File: src/rtl/core/prq_pkg.sv
// ----------------------------------------------------------------------------
// prq_pkg
// Shared sizes, operation codes and types of the priority ready queue.
// ----------------------------------------------------------------------------
package prq_pkg;

    localparam int THREADS         = 16;
    localparam int PRIORITY_LEVELS = 32;

    localparam int ID_W   = $clog2(THREADS);
    localparam int TAG_W  = ID_W;
    localparam int PRIO_W = $clog2(PRIORITY_LEVELS);
    localparam int CNT_W  = $clog2(THREADS + 1);
    localparam int QW     = 16;

    localparam logic [QW-1:0] QUANTUM_RESET = 16'd10;

    // request functions
    localparam logic [2:0] FN_INSERT     = 3'd0;
    localparam logic [2:0] FN_REMOVE     = 3'd1;
    localparam logic [2:0] FN_SETPRIO    = 3'd2;
    localparam logic [2:0] FN_TICK       = 3'd3;
    localparam logic [2:0] FN_LOCK_ENTER = 3'd4;
    localparam logic [2:0] FN_LOCK_EXIT  = 3'd5;
    localparam logic [2:0] FN_START      = 3'd6;
    localparam logic [2:0] FN_SWITCH     = 3'd7;

    // cell commands
    localparam logic [2:0] CMD_NOP        = 3'd0;
    localparam logic [2:0] CMD_LINK       = 3'd1;
    localparam logic [2:0] CMD_LINK_KEEPQ = 3'd2;
    localparam logic [2:0] CMD_UNLINK     = 3'd3;
    localparam logic [2:0] CMD_ROTATE     = 3'd4;
    localparam logic [2:0] CMD_DEC        = 3'd5;

    typedef struct packed {
        logic [2:0]        op;
        logic [ID_W-1:0]   id;
        logic [PRIO_W-1:0] prio;
        logic [TAG_W-1:0]  tag_new;
        logic [TAG_W-1:0]  tag_old;
    } prq_cmd_t;

    typedef struct packed {
        logic              valid;
        logic [ID_W-1:0]   id;
        logic [PRIO_W-1:0] prio;
        logic [TAG_W-1:0]  tag;
    } prq_cand_t;

    typedef struct packed {
        logic             ready;
        logic             expire;
        logic [TAG_W-1:0] sel_tag;
    } prq_stat_t;

endpackage

File: src/rtl/core/prq_cell.sv
// ----------------------------------------------------------------------------
// prq_cell
// One thread slot: ready flag, priority, order tag and quantum counter, plus
// one stage of the best-thread search chain.
// ----------------------------------------------------------------------------
module prq_cell
    import prq_pkg::*;
(
    input  logic            clk,
    input  logic            rst_n,
    input  logic [ID_W-1:0] cell_id,
    input  logic [ID_W-1:0] sel_id,
    input  prq_cmd_t        cmd,
    input  logic [QW-1:0]   reload,
    input  prq_cand_t       cand_in,
    output prq_cand_t       cand_out,
    output prq_stat_t       stat
);

    logic              ready_reg, ready_next;
    logic [PRIO_W-1:0] prio_reg, prio_next;
    logic [TAG_W-1:0]  tag_reg, tag_next;
    logic [QW-1:0]     quant_reg, quant_next;
    prq_cand_t         cand_reg, cand_next;

    logic mine;
    logic later;
    logic own_wins;

    always_comb
    begin
        mine       = (cell_id == cmd.id);
        later      = ready_reg && (tag_reg > cmd.tag_old);
        ready_next = ready_reg;
        prio_next  = prio_reg;
        tag_next   = tag_reg;
        quant_next = quant_reg;
        case (cmd.op)
            CMD_LINK:
            begin
                if (mine)
                begin
                    ready_next = 1'b1;
                    prio_next  = cmd.prio;
                    tag_next   = cmd.tag_new;
                    quant_next = reload;
                end
            end
            CMD_LINK_KEEPQ:
            begin
                if (mine)
                begin
                    ready_next = 1'b1;
                    prio_next  = cmd.prio;
                    tag_next   = cmd.tag_new;
                end
            end
            CMD_UNLINK:
            begin
                if (mine)
                    ready_next = 1'b0;
                else if (later)
                    tag_next = tag_reg - TAG_W'(1);
            end
            CMD_ROTATE:
            begin
                if (mine)
                begin
                    tag_next   = cmd.tag_new;
                    quant_next = reload;
                end
                else if (later)
                    tag_next = tag_reg - TAG_W'(1);
            end
            CMD_DEC:
            begin
                if (mine)
                    quant_next = quant_reg - QW'(1);
            end
            default:
            begin
            end
        endcase
    end

    // search stage: higher priority wins, then lower order tag
    always_comb
    begin
        own_wins = ready_reg && (!cand_in.valid || prio_reg > cand_in.prio ||
                   (prio_reg == cand_in.prio && tag_reg < cand_in.tag));
        cand_next = cand_in;
        if (own_wins)
        begin
            cand_next.valid = 1'b1;
            cand_next.id    = cell_id;
            cand_next.prio  = prio_reg;
            cand_next.tag   = tag_reg;
        end
    end

    always_ff @(posedge clk or negedge rst_n)
    begin
        if (!rst_n)
        begin
            ready_reg <= 1'b0;
            cand_reg  <= '0;
        end
        else
        begin
            ready_reg <= ready_next;
            cand_reg  <= cand_next;
        end
    end

    always_ff @(posedge clk)
    begin
        prio_reg  <= prio_next;
        tag_reg   <= tag_next;
        quant_reg <= quant_next;
    end

    assign cand_out     = cand_reg;
    assign stat.ready   = ready_reg;
    assign stat.expire  = ready_reg && (quant_reg <= QW'(1));
    assign stat.sel_tag = (cell_id == sel_id) ? tag_reg : '0;

endmodule

File: src/rtl/core/priority_ready_queue_scheduler.sv
// ----------------------------------------------------------------------------
// priority_ready_queue_scheduler
// Ready queue of a kernel scheduler: a row of thread cells with a registered
// best-thread search chain, driven by a small request sequencer.
//
//   channel   handshake            payload
//   req       req_valid/req_stall  func, thread_id, new_priority
//   rsp       rsp_valid/rsp_stall  pending_*, current_*, dispatch_request,
//                                  ready_count, lock_depth, error
//   cfg       cfg_wr_en            cfg_wr_data (quantum_ticks)
//
// An item passes through the execute and output states; set priority adds a
// relink state. One that needs a best-thread search (remove of the pending
// thread, set priority of a pending current thread, a rotating tick of a
// pending current thread, start) also passes through the search state while
// the candidate ripples down the cell chain. req_stall is high while an item
// is in work. A stalled result holds in the output register and the next item
// is taken meanwhile. Reset clears all ready flags at once.
// ----------------------------------------------------------------------------
module priority_ready_queue_scheduler
    import prq_pkg::*;
(
    input  logic        clk,
    input  logic        rst_n,
    input  logic        req_valid,
    output logic        req_stall,
    input  logic [2:0]  func,
    input  logic [3:0]  thread_id,
    input  logic [4:0]  new_priority,
    output logic        rsp_valid,
    input  logic        rsp_stall,
    output logic [3:0]  pending_thread,
    output logic        pending_valid,
    output logic [3:0]  current_thread,
    output logic        current_valid,
    output logic        dispatch_request,
    output logic [4:0]  ready_count,
    output logic [7:0]  lock_depth,
    output logic        error,
    input  logic        cfg_wr_en,
    input  logic [15:0] cfg_wr_data
);

    localparam logic [2:0] S_IDLE   = 3'd0;
    localparam logic [2:0] S_EXEC   = 3'd1;
    localparam logic [2:0] S_SEARCH = 3'd2;
    localparam logic [2:0] S_LINK2  = 3'd3;
    localparam logic [2:0] S_OUT    = 3'd4;

    logic [2:0]        state_reg, state_next;
    logic [CNT_W-1:0]  cnt_reg, cnt_next;
    logic [2:0]        func_reg;
    logic [3:0]        tid_reg;
    logic [4:0]        nprio_reg;
    logic              err_reg, err_next;
    logic [CNT_W-1:0]  count_reg, count_next;
    logic [ID_W-1:0]   pend_id_reg, pend_id_next;
    logic              pend_ok_reg, pend_ok_next;
    logic [PRIO_W-1:0] pend_prio_reg, pend_prio_next;
    logic [ID_W-1:0]   cur_id_reg, cur_id_next;
    logic              cur_ok_reg, cur_ok_next;
    logic              running_reg, running_next;
    logic [7:0]        lock_reg, lock_next;
    logic [QW-1:0]     quantum_reg;
    logic              rsp_valid_reg, rsp_valid_next;

    logic [3:0] pending_thread_reg;
    logic       pending_valid_reg;
    logic [3:0] current_thread_reg;
    logic       current_valid_reg;
    logic       dispatch_reg;
    logic [4:0] ready_count_reg;
    logic [7:0] lock_depth_reg;
    logic       error_reg;

    logic              load_out;
    logic              accept;
    logic [QW-1:0]     reload;
    logic [ID_W-1:0]   tid_idx;
    logic [PRIO_W-1:0] prio_int;
    logic              tid_ok;
    logic              prio_ok;
    logic              tid_ready;
    logic [ID_W-1:0]   sel_id;
    prq_cmd_t          cmd;
    prq_cand_t         cand_head;
    prq_cand_t         cand [THREADS];
    prq_stat_t         stat [THREADS];
    logic [THREADS-1:0] ready_vec;
    logic [THREADS-1:0] expire_vec;
    logic [TAG_W-1:0]  sel_tag;
    prq_cand_t         best;
    logic              cur_v;

    assign cand_head = '0;
    assign best      = cand[THREADS-1];

    genvar gi;
    generate
        for (gi = 0; gi < THREADS; gi++)
        begin : g_cell
            if (gi == 0)
            begin : g_head
                prq_cell u_cell (
                    .clk      (clk),
                    .rst_n    (rst_n),
                    .cell_id  (ID_W'(gi)),
                    .sel_id   (sel_id),
                    .cmd      (cmd),
                    .reload   (reload),
                    .cand_in  (cand_head),
                    .cand_out (cand[gi]),
                    .stat     (stat[gi])
                );
            end
            else
            begin : g_body
                prq_cell u_cell (
                    .clk      (clk),
                    .rst_n    (rst_n),
                    .cell_id  (ID_W'(gi)),
                    .sel_id   (sel_id),
                    .cmd      (cmd),
                    .reload   (reload),
                    .cand_in  (cand[gi-1]),
                    .cand_out (cand[gi]),
                    .stat     (stat[gi])
                );
            end
        end
    endgenerate

    always_comb
    begin
        sel_tag = '0;
        for (int i = 0; i < THREADS; i++)
        begin
            ready_vec[i]  = stat[i].ready;
            expire_vec[i] = stat[i].expire;
            sel_tag       = sel_tag | stat[i].sel_tag;
        end
    end

    assign reload    = (quantum_reg == '0) ? QW'(1) : quantum_reg;
    assign tid_idx   = ID_W'(tid_reg);
    assign prio_int  = PRIO_W'(nprio_reg);
    assign tid_ok    = 32'(tid_reg) < THREADS;
    assign prio_ok   = 32'(nprio_reg) < PRIORITY_LEVELS;
    assign tid_ready = tid_ok && ready_vec[tid_idx];
    assign sel_id    = (func_reg == FN_REMOVE) ? tid_idx : cur_id_reg;
    assign accept    = req_valid && !req_stall;
    assign req_stall = (state_reg != S_IDLE);
    assign cur_v     = running_reg && cur_ok_reg;

    always_comb
    begin
        state_next     = state_reg;
        cnt_next       = cnt_reg;
        err_next       = err_reg;
        count_next     = count_reg;
        pend_id_next   = pend_id_reg;
        pend_ok_next   = pend_ok_reg;
        pend_prio_next = pend_prio_reg;
        cur_id_next    = cur_id_reg;
        cur_ok_next    = cur_ok_reg;
        running_next   = running_reg;
        lock_next      = lock_reg;
        rsp_valid_next = rsp_valid_reg && rsp_stall;
        load_out       = 1'b0;
        cmd            = '0;
        cmd.op         = CMD_NOP;
        cmd.tag_old    = sel_tag;

        case (state_reg)
            S_IDLE:
            begin
                if (accept)
                    state_next = S_EXEC;
            end
            S_EXEC:
            begin
                state_next = S_OUT;
                err_next   = 1'b0;
                cnt_next   = '0;
                case (func_reg)
                    FN_INSERT:
                    begin
                        if (!tid_ok || !prio_ok || tid_ready)
                            err_next = 1'b1;
                        else
                        begin
                            cmd.op      = CMD_LINK;
                            cmd.id      = tid_idx;
                            cmd.prio    = prio_int;
                            cmd.tag_new = TAG_W'(count_reg);
                            count_next  = count_reg + CNT_W'(1);
                            if (!pend_ok_reg || pend_prio_reg < prio_int)
                            begin
                                pend_id_next   = tid_idx;
                                pend_ok_next   = 1'b1;
                                pend_prio_next = prio_int;
                            end
                        end
                    end
                    FN_REMOVE:
                    begin
                        if (!tid_ready)
                            err_next = 1'b1;
                        else
                        begin
                            cmd.op     = CMD_UNLINK;
                            cmd.id     = tid_idx;
                            count_next = count_reg - CNT_W'(1);
                            if (pend_ok_reg && pend_id_reg == tid_idx)
                                state_next = S_SEARCH;
                        end
                    end
                    FN_SETPRIO:
                    begin
                        if (!running_reg || !cur_ok_reg || !prio_ok ||
                            !ready_vec[cur_id_reg])
                            err_next = 1'b1;
                        else
                        begin
                            cmd.op     = CMD_UNLINK;
                            cmd.id     = cur_id_reg;
                            count_next = count_reg - CNT_W'(1);
                            if (pend_ok_reg && pend_id_reg == cur_id_reg)
                                state_next = S_SEARCH;
                            else
                                state_next = S_LINK2;
                        end
                    end
                    FN_TICK:
                    begin
                        if (!running_reg)
                            err_next = 1'b1;
                        else if (lock_reg == 8'd0 && cur_ok_reg &&
                                 ready_vec[cur_id_reg])
                        begin
                            cmd.id = cur_id_reg;
                            if (expire_vec[cur_id_reg])
                            begin
                                cmd.op      = CMD_ROTATE;
                                cmd.tag_new = TAG_W'(count_reg - CNT_W'(1));
                                if (pend_ok_reg && pend_id_reg == cur_id_reg)
                                    state_next = S_SEARCH;
                            end
                            else
                                cmd.op = CMD_DEC;
                        end
                    end
                    FN_LOCK_ENTER:
                    begin
                        if (lock_reg == 8'hFF)
                            err_next = 1'b1;
                        else
                            lock_next = lock_reg + 8'd1;
                    end
                    FN_LOCK_EXIT:
                    begin
                        if (lock_reg == 8'd0)
                            err_next = 1'b1;
                        else
                            lock_next = lock_reg - 8'd1;
                    end
                    FN_START:
                    begin
                        if (running_reg || count_reg == '0)
                            err_next = 1'b1;
                        else
                            state_next = S_SEARCH;
                    end
                    default:
                    begin
                        if (!running_reg || !pend_ok_reg)
                            err_next = 1'b1;
                        else
                        begin
                            cur_id_next = pend_id_reg;
                            cur_ok_next = 1'b1;
                        end
                    end
                endcase
            end
            S_SEARCH:
            begin
                cnt_next = cnt_reg + CNT_W'(1);
                if (cnt_reg == CNT_W'(THREADS))
                begin
                    state_next = S_OUT;
                    case (func_reg)
                        FN_REMOVE, FN_SETPRIO:
                        begin
                            pend_ok_next   = best.valid;
                            pend_id_next   = best.valid ? best.id : '0;
                            pend_prio_next = best.prio;
                            if (func_reg == FN_SETPRIO)
                                state_next = S_LINK2;
                        end
                        FN_TICK:
                        begin
                            if (best.valid)
                            begin
                                pend_id_next   = best.id;
                                pend_prio_next = best.prio;
                            end
                        end
                        FN_START:
                        begin
                            cur_id_next    = best.id;
                            cur_ok_next    = 1'b1;
                            pend_id_next   = best.id;
                            pend_ok_next   = 1'b1;
                            pend_prio_next = best.prio;
                            running_next   = 1'b1;
                        end
                        default:
                        begin
                        end
                    endcase
                end
            end
            S_LINK2:
            begin
                cmd.op      = CMD_LINK_KEEPQ;
                cmd.id      = cur_id_reg;
                cmd.prio    = prio_int;
                cmd.tag_new = TAG_W'(count_reg);
                count_next  = count_reg + CNT_W'(1);
                if (!pend_ok_reg || pend_prio_reg < prio_int)
                begin
                    pend_id_next   = cur_id_reg;
                    pend_ok_next   = 1'b1;
                    pend_prio_next = prio_int;
                end
                state_next = S_OUT;
            end
            S_OUT:
            begin
                if (!rsp_valid_reg || !rsp_stall)
                begin
                    load_out       = 1'b1;
                    rsp_valid_next = 1'b1;
                    state_next     = S_IDLE;
                end
            end
            default:
            begin
                state_next = S_IDLE;
            end
        endcase
    end

    always_ff @(posedge clk or negedge rst_n)
    begin
        if (!rst_n)
        begin
            state_reg     <= S_IDLE;
            cnt_reg       <= '0;
            count_reg     <= '0;
            pend_id_reg   <= '0;
            pend_ok_reg   <= 1'b0;
            cur_id_reg    <= '0;
            cur_ok_reg    <= 1'b0;
            running_reg   <= 1'b0;
            lock_reg      <= 8'd0;
            quantum_reg   <= QUANTUM_RESET;
            rsp_valid_reg <= 1'b0;
        end
        else
        begin
            state_reg     <= state_next;
            cnt_reg       <= cnt_next;
            count_reg     <= count_next;
            pend_id_reg   <= pend_id_next;
            pend_ok_reg   <= pend_ok_next;
            cur_id_reg    <= cur_id_next;
            cur_ok_reg    <= cur_ok_next;
            running_reg   <= running_next;
            lock_reg      <= lock_next;
            rsp_valid_reg <= rsp_valid_next;
            if (cfg_wr_en)
                quantum_reg <= cfg_wr_data;
        end
    end

    always_ff @(posedge clk)
    begin
        err_reg       <= err_next;
        pend_prio_reg <= pend_prio_next;
        if (accept)
        begin
            func_reg  <= func;
            tid_reg   <= thread_id;
            nprio_reg <= new_priority;
        end
        if (load_out)
        begin
            pending_thread_reg <= pend_ok_reg ? 4'(pend_id_reg) : 4'd0;
            pending_valid_reg  <= pend_ok_reg;
            current_thread_reg <= cur_v ? 4'(cur_id_reg) : 4'd0;
            current_valid_reg  <= cur_v;
            dispatch_reg       <= running_reg && (lock_reg == 8'd0) && pend_ok_reg &&
                                  (!cur_v || pend_id_reg != cur_id_reg);
            ready_count_reg    <= 5'(count_reg);
            lock_depth_reg     <= lock_reg;
            error_reg          <= err_reg;
        end
    end

    assign rsp_valid        = rsp_valid_reg;
    assign pending_thread   = pending_thread_reg;
    assign pending_valid    = pending_valid_reg;
    assign current_thread   = current_thread_reg;
    assign current_valid    = current_valid_reg;
    assign dispatch_request = dispatch_reg;
    assign ready_count      = ready_count_reg;
    assign lock_depth       = lock_depth_reg;
    assign error            = error_reg;

    // ready count tracks the cell flags
    assert property (@(posedge clk) disable iff (!rst_n)
        32'(count_reg) == $countones(ready_vec))
        else $error("ready count out of step with cell flags");

    // between items a valid pending thread is ready
    assert property (@(posedge clk) disable iff (!rst_n)
        (state_reg == S_IDLE && pend_ok_reg) |-> ready_vec[pend_id_reg])
        else $error("pending thread not ready");

    // an accepted item is executed in the next cycle
    assert property (@(posedge clk) disable iff (!rst_n)
        accept |=> (state_reg == S_EXEC))
        else $error("accepted item not executed");

    // once started there is a current thread
    assert property (@(posedge clk) disable iff (!rst_n)
        running_reg |-> cur_ok_reg)
        else $error("started without current thread");

endmodule

File: config.mk
export PLATFORM = sky130hd
export DESIGN_NAME = priority_ready_queue_scheduler
export DESIGN_NICKNAME = d
export VERILOG_FILES = /design/src/rtl/core/prq_pkg.sv /design/src/rtl/core/prq_cell.sv /design/src/rtl/core/priority_ready_queue_scheduler.sv
export SDC_FILE = /design/constraint.sdc
export NUM_CORES = 2
export LEC_CHECK = 0
export ABC_AREA = 0
export BUFFER_PORTS_ARGS = -buffer_cell sky130_fd_sc_hd__buf_2
export CAP_MARGIN = 10
export CORE_UTILIZATION = 50
export DETAILED_ROUTE_END_ITERATION = 8
export PLACE_DENSITY = 0.77
export SETUP_SLACK_MARGIN = 0.15
export SKIP_LAST_GASP = 1
export SLEW_MARGIN = 25
export SYNTH_ARGS = -nofsm -noshare
export SYNTH_HDL_FRONTEND = slang
export SYNTH_HIERARCHICAL = 1
export SYNTH_SLANG_ARGS = --single-unit
File: constraint.sdc
create_clock -name clk -period 5 [get_ports clk]
set_input_delay 0 -clock clk [delete_from_list [all_inputs] [get_ports clk]]
set_output_delay 0 -clock clk [all_outputs]
set_load 0.03 [all_outputs]
### Word-level counts from Yosys, hierarchy flattened

Index checks and enable logic that the tools add are counted.
Widths: inputs -> output; s select.

| storage, ports and cells | value |
|---|---|
| register bits after elaboration | 728 |
| input bits | 33 |
| output and inout bits | 27 |

| cells by class | value |
|---|---|
| add/subtract/negate cells | 37 |
| $lt $le $gt $ge | 65 |
| equality and inequality tests | 165 |
| multiplexer cells | 299 |
| bitwise logic cells | 15 |
| reductions and logical operators | 224 |

Operators by type and width:

| cell | number |
|---|---|
| $pmux 16 s2 | 17 |
| $mux 16 | 33 |
| $mux 4 | 95 |
| $le 16x1->1 const B | 16 |
| $sub 16x1->16 const B | 16 |
| $mux 14 | 17 |
| $pmux 4 s3 | 18 |
| $reduce_and 3->1 | 50 |
| $ne 2x1->1 const B | 65 |
| $eq 5x5->1 | 15 |
| $gt 5x5->1 | 15 |
| $logic_and 1x1->1 | 72 |
| $eq 4x4->1 const A | 16 |
| $gt 4x4->1 | 16 |
| $sub 4x1->4 const B | 16 |
| $lt 4x4->1 | 15 |
| $or 4x4->4 | 15 |
| $mux 1 | 57 |
| $ne 2x2->1 const B | 27 |
| $mux 5 | 9 |
| $mux 3 | 13 |
| $logic_or 1x1->1 | 37 |
| $pmux 1 s2 | 18 |
| $eq 3x4->1 const A | 8 |
| 49 further kinds | 129 |

### Longest topological paths before layout

| depth | value |
|---|---|
| word-level depth | 24 |
| gate-level depth with buffers | 17 |
| mapped depth without buffers | 16 |

### By module

Netlist, hierarchy kept.

Modules (own cells, without submodules):

| module | times used | cells each | area each (µm²) | seq. area each (µm²) |
|---|---|---|---|---|
| prq_cell (g_cell[0].g_head.u_cell ...) | 10 | 226 | 2452.4 | 1126.1 |
| prq_cell (g_cell[4].g_body.u_cell ...) | 3 | 228 | 2402.3 | 1126.1 |
| prq_cell (g_cell[7].g_body.u_cell ...) | 3 | 227 | 2384.8 | 1126.1 |
| priority_ready_queue_scheduler | 1 | 551 | 5520.3 | 2519.9 |

### Worst setup path after synthesis

OpenSTA, ideal clock, no wires.

| timing | value |
|---|---|
| kind | register to register |
| start point | register lock_reg[2] |
| end point | register g_cell[0].g_head.u_cell.quant_reg[0], enable pin |
| library setup time | 0.413 ns |
| arrival | 4.563 ns |
| path slack | 0.024 ns |
| cell stages (with the launch flop) | 6 |
| clock period less this slack | 4.976 ns |
| cell sequence | dfrtp_1 -> or4_1 -> nor3_1 -> and3_1 -> nor2_1 -> nor3b_1 |

RTL lines:

| item | RTL line | text |
|---|---|---|
| start: declaration | priority_ready_queue_scheduler.sv:63 | `logic [7:0] lock_reg, lock_next;` |
| start signal: assignment | priority_ready_queue_scheduler.sv:381 | `lock_reg <= lock_next;` |
| end signal: assignment | prq_cell.sv:119 | `quant_reg <= quant_next;` |
| end: declaration | prq_cell.sv:23 | `logic [QW-1:0] quant_reg, quant_next;` |

==> results.md <==
* Run status: finished clean
* Slew Limit Fails at 0
* Initial Utilization at 0.5078
* Total Power Consumption at 19.75 mW
* Power density over the cells at 392.9 nW/um2
* Die Wd at 299.5 um
* Rel. slew slack at 0.2356
* Cell count of the worst reg-to-reg path at 11
* CTS Buf Count at 79
* Mean cell area of the mapped netlist at 10.62 um2
* Power Internal at 13.58 mW
* Yosys warning total at 6
* Clock tree from TritonCTS: built
* Arrival time of data at the critical path endpoint at 4.94 ns
* DP HPWL at 72,540 um
* Mapped cell area at 44,260 um2
* Worst setup path end: g_cell[4].g_body.u_cell/tag_reg[2]
* Type of the setup path with the least slack: reg -> reg
* Nets at 4,844
* Flip-flop count of the largest register after layout at 240
* Count of pins on the block boundary at 60
* Area of the die at 89,720 um2
* Setup-failing EPs final at 0
* Largest net degree at the start of global routing at 124
* Initial antenna violation count at 2
* IO Port Bufs at 59
* Layout cell share with drive strength beyond 1 at 0.1472
* Final hold violation count at 0
* Sw Pwr at 6.172 mW
* Post-layout instance count excluding filler cells at 5,776
* Final routed DRC violation total at 0
* Category of the worst setup path capture point: register
* Worst clock skew at 0.03202 ns
* CTS clk-pin slew, worst paths at 0.06 ns
* Buffers from clock root to sink, at most at 3
* Clock insertion delay at the later pin of the skew report at 0.65 ns
* Number of standard cells after synthesis at 4,168
* Unrepaired setup endpoints after global routing: no
* Aggregate global routing overflow at 0
* Average vias per placed instance at 5.565
* Comb power frac at 0.283
* Core footprint at 87,160 um2
* # H-tree levels at 3
* Global Route Usage Sum at 0.2326
* Antenna viol nets, final at 0
* Crit start category: register
* Top achievable clock speed at 213.8 MHz
* Number of filler cells placed in the layout at 7,084
* Clock Tree Root: clkbuf_16
* Switching fraction of total power at 0.3125
* Critical-path maximum fanout at 13
* Via count of the first global-routing pass at 31,507
* Largest vdd supply drop at 0.0003518 V
* Power share of the clock group at 0.300
* CTS sink count at 728
* Count of max-cap constraint violations at 0
* Number of antenna diodes at 0
* First-pass GRT wire length at 166,600 um
* Worst hold-check path type: in -> reg
* Number of core rows at 108
* Reg2Reg Setup Slack at 0.32 ns
* Beginning of the worst register-to-register path: tid_idx[0]
* Critical path launch point: tid_idx[0]
* Required time at the worst-slack endpoint at 5.26 ns
* Layout Area Growth over Synthesis at 13.58%
* Setup_tns at 0 ns
* Fin crit period at 4.678 ns
* Worst-margin pin slew at 1.144 ns
* Die Height at 299.5 um
* Leakage at 20.36 nW
* Total number of vias at 32,146
* Fraction of the cycle the final worst path needs at 0.9356
* Total wirelength of the detailed-routed design at 104,900 um
* Total instance count after detailed placement at 5,578
* GP Congestion at 0.9240
* Initial detailed-routing violation count at 2,510
* Sequential Power Share at 0.417
* Number of detailed-route iterations in the first pass at 6
* Worst flop-to-flop path endpoint: g_cell[4].g_body.u_cell/tag_reg[2]
* Wire length per cell at 18.16 um
-- per-layer routing --
layer,global-route usage,wire length [um],up-vias,part of all wire
met5,0,13,-,0.00012
met4,0.07847,3347,2,0.032
met3,0.03153,7153,205,0.068
met2,0.3925,50030,1054,0.48
met1,0.3079,44320,15482,0.42
li1,-,-,15403,-
-- placed cells by master (no fill, tap or decap), types with 48 or more instances in the layout --
cell type      count
xnor2_1          197
mux2_2           117
dlygate4sd3_1     48
mux2i_1           58
nor4_1            52
dfrtp_1          282
and2_1            64
mux2_4            90
nand2_1          436
a21oi_1          181
edfxtp_1         443
inv_1            298
nand4_1           55
ha_1             255
o21ai_0          265
nor3_1            71
xor2_1           214
buf_4            116
buf_2             58
clkbuf_16         79
nor2_1           275
conb_1           215
nand3_1           67
-- worst min path at each step --
| stage | start | cells after the start | to | slack (ns) |
|---|---|---|---|---|
| 3_3_place_gp | rst_n | 1 | g_cell[14].g_body.u_cell/cand_out[9] | 0.18 |
| 4_1_cts | thread_id[3] | 2 | tid_idx[3] | 0.06 |
| 5_1_grt | thread_id[3] | 2 | tid_idx[3] | 0.08 |
| 6_report | new_priority[2] | 2 | nprio_reg[2] | 0.1 |
| 2_1_floorplan | rst_n | 0 | cnt_reg[0] | -0.30 |
| 3_5_place_dp | thread_id[3] | 1 | tid_idx[3] | 0.18 |
-- through the flow --
| stage | hold slack, ns | instance area [um2] | utilization | setup WS (ns) |
|---|---|---|---|---|
| final | 0.09664 | 50270 | 0.5768 | 0.3218 |
| after global routing | 0.08055 | 50270 | 0.5768 | 0.1265 |
| after CTS | 0.05559 | 50170 | 0.5757 | 0.2056 |
| after detailed placement | 0.1802 | 47090 | 0.5402 | 0.3162 |
| after global placement | 0.1816 | 47080 | 0.5402 | 0.3719 |
| after floorplan | -0.2956 | 45060 | - | 0.3777 |
-- critical path, cell delays in order (launching register included) --
cell	delay, ns
edfxtp_1	0.66
mux4_2	0.64
mux2i_4	0.28
a211oi_2	0.19
o21a_1	0.27
a22o_2	0.38
buf_4	0.23
xor2_1	0.19
nor4_4	0.55
nand2_1	0.15
o221a_2	0.27
o21ai_0	0.47
-- area by class of cell --
type	count	area, um2	area share
multi-input cells	3218	22850	0.4545
inverters	298	1119	0.02225
flip-flops and latches	728	20440	0.4065
well taps	1155	1445	0.02875
repair buffers	230	1804	0.03589
clock inverters	43	478.0	0.009507
clock buffers	104	2141	0.04258
-- power by group through the flow --
stage	sequential [mW]	clock [mW]	combinational [mW]
CTS	8.24	6.02	5.57
global placement	8.30	0	5.28
finish	8.24	5.92	5.60
floorplan	8.15	0	4.28
global route	8.35	6.24	6.21
detailed placement	8.35	0	5.48
-- what timing repair did --
action / 4_1_cts / 5_1_grt
hold buffers: 47 / 1
gates resized for setup: 0 / 9
buffers inserted: 0 / 2
setup endpoints to repair: 0 / 78
endpoints found under the hold margin: 179 / 61
Power figures use the tool's default switching activity.
